`config.mk`:
```
export PLATFORM = sky130hd
export DESIGN_NAME = fes_ctrl
export DESIGN_NICKNAME = d
export VERILOG_FILES = /design/src/fes_pkg.sv /design/src/fes_ctrl.sv
export SDC_FILE = /design/constraint.sdc
export NUM_CORES = 1
export LEC_CHECK = 0
export ABC_AREA = 1
export BUFFER_PORTS_ARGS = -buffer_cell sky130_fd_sc_hd__buf_2
export CAP_MARGIN = 0
export CORE_AREA = 4 4 41 43
export CTS_CLUSTER_SIZE = 30
export DETAILED_ROUTE_END_ITERATION = 10
export DIE_AREA = 0 0 45 47
export GPL_ROUTABILITY_DRIVEN = 0
export GPL_TIMING_DRIVEN = 0
export HOLD_SLACK_MARGIN = 0.12
export SYNTH_ARGS = -nofsm -noshare
export SYNTH_HDL_FRONTEND = slang
export SYNTH_SLANG_ARGS = --single-unit
```
`constraint.sdc`:
```
create_clock -name i_clk -period 1.2 [get_ports i_clk]
set_input_delay 0.12 -clock i_clk [delete_from_list [all_inputs] [get_ports i_clk]]
set_output_delay 0.12 -clock i_clk [all_outputs]
set_load 0.01 [all_outputs]
```
`src/fes_pkg.sv`:
```
// ----------------------------------------------------------------------------
// fes_pkg
// Shared types and constants of the fire effect stencil: word formats,
// mode codes and the command and status groups between controller and datapath.
// ----------------------------------------------------------------------------
package fes_pkg;

    typedef struct packed {
        logic [1:0] mode;
        logic [9:0] col;
        logic [6:0] row;
        logic [7:0] seed_value;
    } t_in;

    typedef struct packed {
        logic [7:0] value;
        logic       status;
    } t_out;

    // operation codes of the mode field
    localparam logic [1:0] MODE_SEED   = 2'd0;
    localparam logic [1:0] MODE_UPDATE = 2'd1;
    localparam logic [1:0] MODE_READ   = 2'd2;

    // decoded kind of the held request
    localparam logic [1:0] KIND_REJECT = 2'd0;
    localparam logic [1:0] KIND_SEED   = 2'd1;
    localparam logic [1:0] KIND_UPDATE = 2'd2;
    localparam logic [1:0] KIND_READ   = 2'd3;

    // memory address select
    localparam logic [2:0] ADDR_TARGET = 3'd0;
    localparam logic [2:0] ADDR_LEFT   = 3'd1;
    localparam logic [2:0] ADDR_BELOW  = 3'd2;
    localparam logic [2:0] ADDR_RIGHT  = 3'd3;
    localparam logic [2:0] ADDR_TWO    = 3'd4;
    localparam logic [2:0] ADDR_CLEAR  = 3'd5;

    // accumulator operation
    localparam logic [1:0] ACC_HOLD = 2'd0;
    localparam logic [1:0] ACC_LOAD = 2'd1;
    localparam logic [1:0] ACC_ADD  = 2'd2;

    // result select
    localparam logic [2:0] RES_HOLD   = 3'd0;
    localparam logic [2:0] RES_REJECT = 3'd1;
    localparam logic [2:0] RES_SEED   = 3'd2;
    localparam logic [2:0] RES_RDATA  = 3'd3;
    localparam logic [2:0] RES_QUOT   = 3'd4;

    // sum * 32 / 129 done as x * 508 >> 16 plus one correction step
    localparam int unsigned SCALE_SHIFT = 5;
    localparam int unsigned DIV_MUL     = 508;
    localparam int unsigned DIV_SHIFT   = 16;
    localparam int unsigned DIVISOR     = 129;

    typedef struct packed {
        logic       in_load;
        logic [2:0] addr_sel;
        logic       ram_we;
        logic       wr_clear;
        logic       clr_inc;
        logic [1:0] acc_op;
        logic       mul_en;
        logic [2:0] res_sel;
        logic       out_load;
    } t_cmd;

    typedef struct packed {
        logic [1:0] kind;
        logic       clr_last;
        logic       out_free;
    } t_stat;

endpackage

```
`src/fes_ctrl.sv`:
```
// ----------------------------------------------------------------------------
// fes_ctrl
// Controller: clearing pass after reset, then one request at a time through
// the memory reads, the divide steps and the write-back that its kind needs.
// ----------------------------------------------------------------------------
module fes_ctrl (
    input  logic          i_clk,
    input  logic          i_rst_n,
    input  logic          i_in_valid,
    output logic          o_in_stall,
    input  fes_pkg::t_stat i_stat,
    output fes_pkg::t_cmd  o_cmd
);

    localparam logic [3:0] ST_CLEAR  = 4'd0;
    localparam logic [3:0] ST_IDLE   = 4'd1;
    localparam logic [3:0] ST_ISSUE  = 4'd2;
    localparam logic [3:0] ST_RDW    = 4'd3;
    localparam logic [3:0] ST_RD_C   = 4'd4;
    localparam logic [3:0] ST_RD_R   = 4'd5;
    localparam logic [3:0] ST_RD_D   = 4'd6;
    localparam logic [3:0] ST_ACC    = 4'd7;
    localparam logic [3:0] ST_MUL    = 4'd8;
    localparam logic [3:0] ST_CORR   = 4'd9;
    localparam logic [3:0] ST_FINISH = 4'd10;

    logic [3:0]    r_state;
    logic [3:0]    n_state;
    fes_pkg::t_cmd w_cmd;

    always_ff @(posedge i_clk) begin
        if (!i_rst_n) begin
            r_state <= ST_CLEAR;
        end else begin
            r_state <= n_state;
        end
    end

    always_comb begin
        n_state        = r_state;
        w_cmd          = '0;
        w_cmd.addr_sel = fes_pkg::ADDR_TARGET;
        w_cmd.acc_op   = fes_pkg::ACC_HOLD;
        w_cmd.res_sel  = fes_pkg::RES_HOLD;
        unique case (r_state)
            ST_CLEAR: begin
                w_cmd.addr_sel = fes_pkg::ADDR_CLEAR;
                w_cmd.ram_we   = 1'b1;
                w_cmd.wr_clear = 1'b1;
                w_cmd.clr_inc  = 1'b1;
                if (i_stat.clr_last) begin
                    n_state = ST_IDLE;
                end
            end
            ST_IDLE: begin
                if (i_in_valid) begin
                    w_cmd.in_load = 1'b1;
                    n_state       = ST_ISSUE;
                end
            end
            ST_ISSUE: begin
                unique case (i_stat.kind)
                    fes_pkg::KIND_SEED: begin
                        w_cmd.res_sel = fes_pkg::RES_SEED;
                        n_state       = ST_FINISH;
                    end
                    fes_pkg::KIND_READ: begin
                        w_cmd.addr_sel = fes_pkg::ADDR_TARGET;
                        n_state        = ST_RDW;
                    end
                    fes_pkg::KIND_UPDATE: begin
                        w_cmd.addr_sel = fes_pkg::ADDR_LEFT;
                        n_state        = ST_RD_C;
                    end
                    default: begin
                        w_cmd.res_sel = fes_pkg::RES_REJECT;
                        n_state       = ST_FINISH;
                    end
                endcase
            end
            ST_RDW: begin
                w_cmd.res_sel = fes_pkg::RES_RDATA;
                n_state       = ST_FINISH;
            end
            ST_RD_C: begin
                w_cmd.addr_sel = fes_pkg::ADDR_BELOW;
                w_cmd.acc_op   = fes_pkg::ACC_LOAD;
                n_state        = ST_RD_R;
            end
            ST_RD_R: begin
                w_cmd.addr_sel = fes_pkg::ADDR_RIGHT;
                w_cmd.acc_op   = fes_pkg::ACC_ADD;
                n_state        = ST_RD_D;
            end
            ST_RD_D: begin
                w_cmd.addr_sel = fes_pkg::ADDR_TWO;
                w_cmd.acc_op   = fes_pkg::ACC_ADD;
                n_state        = ST_ACC;
            end
            ST_ACC: begin
                w_cmd.acc_op = fes_pkg::ACC_ADD;
                n_state      = ST_MUL;
            end
            ST_MUL: begin
                w_cmd.mul_en = 1'b1;
                n_state      = ST_CORR;
            end
            ST_CORR: begin
                w_cmd.res_sel = fes_pkg::RES_QUOT;
                n_state       = ST_FINISH;
            end
            ST_FINISH: begin
                // wait for room in the output register
                if (i_stat.out_free) begin
                    w_cmd.out_load = 1'b1;
                    w_cmd.ram_we   = (i_stat.kind == fes_pkg::KIND_SEED) ||
                                     (i_stat.kind == fes_pkg::KIND_UPDATE);
                    n_state        = ST_IDLE;
                end
            end
            default: begin
                n_state = ST_CLEAR;
            end
        endcase
    end

    assign o_cmd      = w_cmd;
    assign o_in_stall = (r_state != ST_IDLE);

endmodule

```
# --- After elaboration in Yosys (flattened, before gate mapping) ---
# Index checks and enable logic that the tools add are counted.
word_totals:
  ff_bits: 4
  elab_cells: 42
op_classes:
  n_eq_ne: 17
  n_reduce_logical: 6
  n_mux: 18
op_table:
  columns: ["op", "count"]
  rows:
  - ["$pmux 4 s10", 1]
  - ["$eq 4x3->1 const B", 4]
  - ["$pmux 3 s5", 1]
  - ["$eq 4x4->1 const B", 3]
  - ["$mux 4", 3]
  - ["$pmux 3 s3", 1]
  - ["$eq 4x2->1 const B", 2]
  - ["$pmux 2 s2", 2]
  - ["$pmux 4 s2", 1]
  - ["$mux 1", 7]
  - ["$ne 2x2->1 const B", 3]
  - ["$eq 2x2->1 const B", 2]
  - ["$eq 4x1->1 const B", 1]
  - ["$logic_not 4->1", 1]
  - ["$ne 4x1->1 const B", 1]
  - ["$reduce_or 2->1", 2]
  - ["$reduce_and 3->1", 1]
  - ["$reduce_or 3->1", 1]
  - ["$eq 2x1->1 const B", 1]
  - ["$mux 2", 1]
  - ["$pmux 1 s2", 1]
  - ["$logic_or 1x1->1", 1]

# --- Longest topological paths before layout ---
logic_depth:
  word_depth: 4
  ltp_mapped: 7
  mapped_depth_nobuf: 7

# --- Worst setup path before layout ---
# No wires, ideal clock.
synth_timing:
  kind: "reg2out"
  start: "register r_state[1]"
  end: "output port o_cmd[9] (netlist bit)"
  slack_ps: 23
  path_stages_with_launch: 7
  t_arrival_ps: 1057
  path_buffers: 0
  cell_sequence: "dfxtp_1 > inv_2 > nor2_1 > nand2_2 > nor2_1 > nand2_1 > nand2_1"
synth_rtl:
  columns: ["item", "line", "source"]
  rows:
  - ["start: declaration", "fes_ctrl.sv:27", "logic [3:0] r_state;"]
  - ["start signal: assignment", "fes_ctrl.sv:35", "r_state <= n_state;"]
  - ["end: declaration", "fes_ctrl.sv:12", "output fes_pkg::t_cmd o_cmd"]

==> metrics.cfg <==
[finish]
largest_register_ffs=4
n_antenna_cell=0
fin_area_um2=921
syn2layout_area_growth_pct=94.2
mostFrequentLayoutCells=buf_2 (17), nand2_1 (13), buf_6 (11)
layout.nets=135
drive_above_1_share_pct=60.3
mostFrequentLayoutCell=buf_2
largest_register=r_state
top_regs=r_state: 4 flops
final_util_pct=70.8

[clock_network]
insertion_delay_ps=250
cts_buffers=3
clk_pin_slew_ps=40
cts_tree=built
htreeDepth=1
clock_sinks=4
clockBufferDepth=2
root_buffer=clkbuf_4

[sta]
tightest_slew_ps=181
min_period_ps=1340
relSlewSlack_pct=87.9
fin_worst_skew_ps=9.67
setup_violations=17
drv_slew=0
clock.fmax_ghz=0.745
timing.final.crit_share_pct=112
hold_viol=0
rsz0062_at_grt=true
fin_ws_ps=-143

[drt]
drc=0
first_pass_iters=4
viasPerCell=4.66
drt-total-wl_mm=1.49
wl_per_cell_um=11.0
drt_iter0_markers=8
ant_nets=0
vias=634

[pwr]
post-layout-total-power_mw=1.92
irDropWorstVdd_mv=1.07
p_leak_nw=0.491
p_per_area_nw_per_um2=2080

[grt]
grt_pass1_wl_mm=2.00
antenna_found_initial=0
grt_max_degree=8
grt_pass1_vias=538
gr-usage-all-layers_pct=12.8
overflow=0

[setup_path]
cp.required_ps=1080
critPathCaptureType=primary output
setup.worst_path.start_class=flip-flop
crit_type=reg -> out
ff2ff_path_depth=8
path_max_fanout=7
cp_data_arrival_time_ps=1220

[placement]
dp_hpwl_um=961
port_buffers=21
dpl_cell_area_um2=598

[synthesis]
yosys_warnings=0
ys_types=17
synth-seq-area-share_pct=16.9
avgSynthCellArea_um2=5.78
synth_top_area_share_pct=16.9
synth-seq-cells=4
synth_area_um2=474
syn-num-nets=94
synth_area_leaders=dfxtp_1 (17%), nand2_1 (16%), ha_1 (13%)
netlist_instances=82
yosys.area.top_type=dfxtp_1

[floorplanning]
core_um2=1300
start_util_pct=36.4
ios=22
rows=13
die_x_um=45
die_area_um2=2120
chipHeight_um=47

[outcome]
status=complete, but fails checks
violations=setup timing

[min_path]
hold_path_class=in -> reg
worstHoldPathCells=4

[run]
max_cap_violations=0

timing repair:
| item | CTS | global route |
|---|---|---|
| hold buffers | 1 | 0 |
| setup buffers | 2 | 12 |
| endpoints found under the hold margin | 1 | 0 |
| gates resized for setup | 24 | 36 |
| pin swaps | 3 | 10 |
| setup endpoints to repair | 16 | 18 |
worst max-delay path, stage by stage (launching register included):
cell,delay [ps]
dfxtp_4,400
inv_4,60
nor2_4,100
nand2_4,80
nor2_4,90
nand2_2,60
nand2_1,50
buf_2,120
Yosys cell counts:
cell type,count
a21oi_1,2
a21oi_2,1
buf_4,1
dfxtp_1,4
ha_1,5
inv_1,16
inv_2,1
nand2_1,20
nand2_2,1
nand3_1,6
nand3_2,1
nor2_1,15
nor2_2,1
nor2_4,2
o211ai_1,2
o21ai_0,3
o21ai_1,1
metrics by stage:
step | setup slack, ps | hold slack [ps] | instances | setup TNS [ps]
floorplan | 23.5 | 245 | 82 | 0
global placement | -56.8 | 362 | 118 | -174
detailed placement | -55.0 | 350 | 118 | -157
CTS | -148 | 176 | 124 | -1220
global route | -239 | 233 | 136 | -2140
finish | -143 | 194 | 136 | -1110
metal layers:
| metal | part of all wire [%] | wire, um | up-vias | global-route usage [%] |
|---|---|---|---|---|
| li1 | - | - | 329 | - |
| met2 | 50 | 741 | 25 | 21.8 |
| met5 | 0 | 0 | - | 0 |
| met1 | 41 | 612 | 276 | 15.2 |
| met3 | 6.9 | 103 | 4 | 4.60 |
| met4 | 2.2 | 33 | 0 | 3.51 |
power breakdown:
part / internal (mW) / leakage, nW / switching (mW)
clock network: 0.113 / 0.0138 / 0.0664
registers: 0.189 / 0.0356 / 0.0903
logic: 0.751 / 0.441 / 0.710
total: 1.05 / 0.491 / 0.867
logic make-up (layout without fill, tap and decap cells):
logic type,count (synthesis),after routing,share of synthesized area [%]
AOI/OAI and AO/OA,9,9,11.3
adders and majority gates,5,5,13.2
buffers and inverters,18,57,15.0
DFF,4,4,16.9
and+or+nand+nor,46,46,43.5
final cells by class:
type	instances	area, um^2
inverters	17	76.3
flip-flops and latches	4	95.1
repair buffers	36	280
multi-input cells	60	417
well taps	15	18.8
clock buffers	3	22.5
plain buffers	1	11.3
fillers	105	380
worst paths after layout:
kind | slack (ps) | endpoint | startpoint
worst min register to register | 640 | r_state[2] | r_state[0]
worst max register to register | -40 | r_state[1] | r_state[2]
worst max-delay path | -140 | o_cmd[9] | r_state[1]
worst min-delay path | 190 | r_state[0] | i_in_valid
Power figures use the tool's default switching activity.
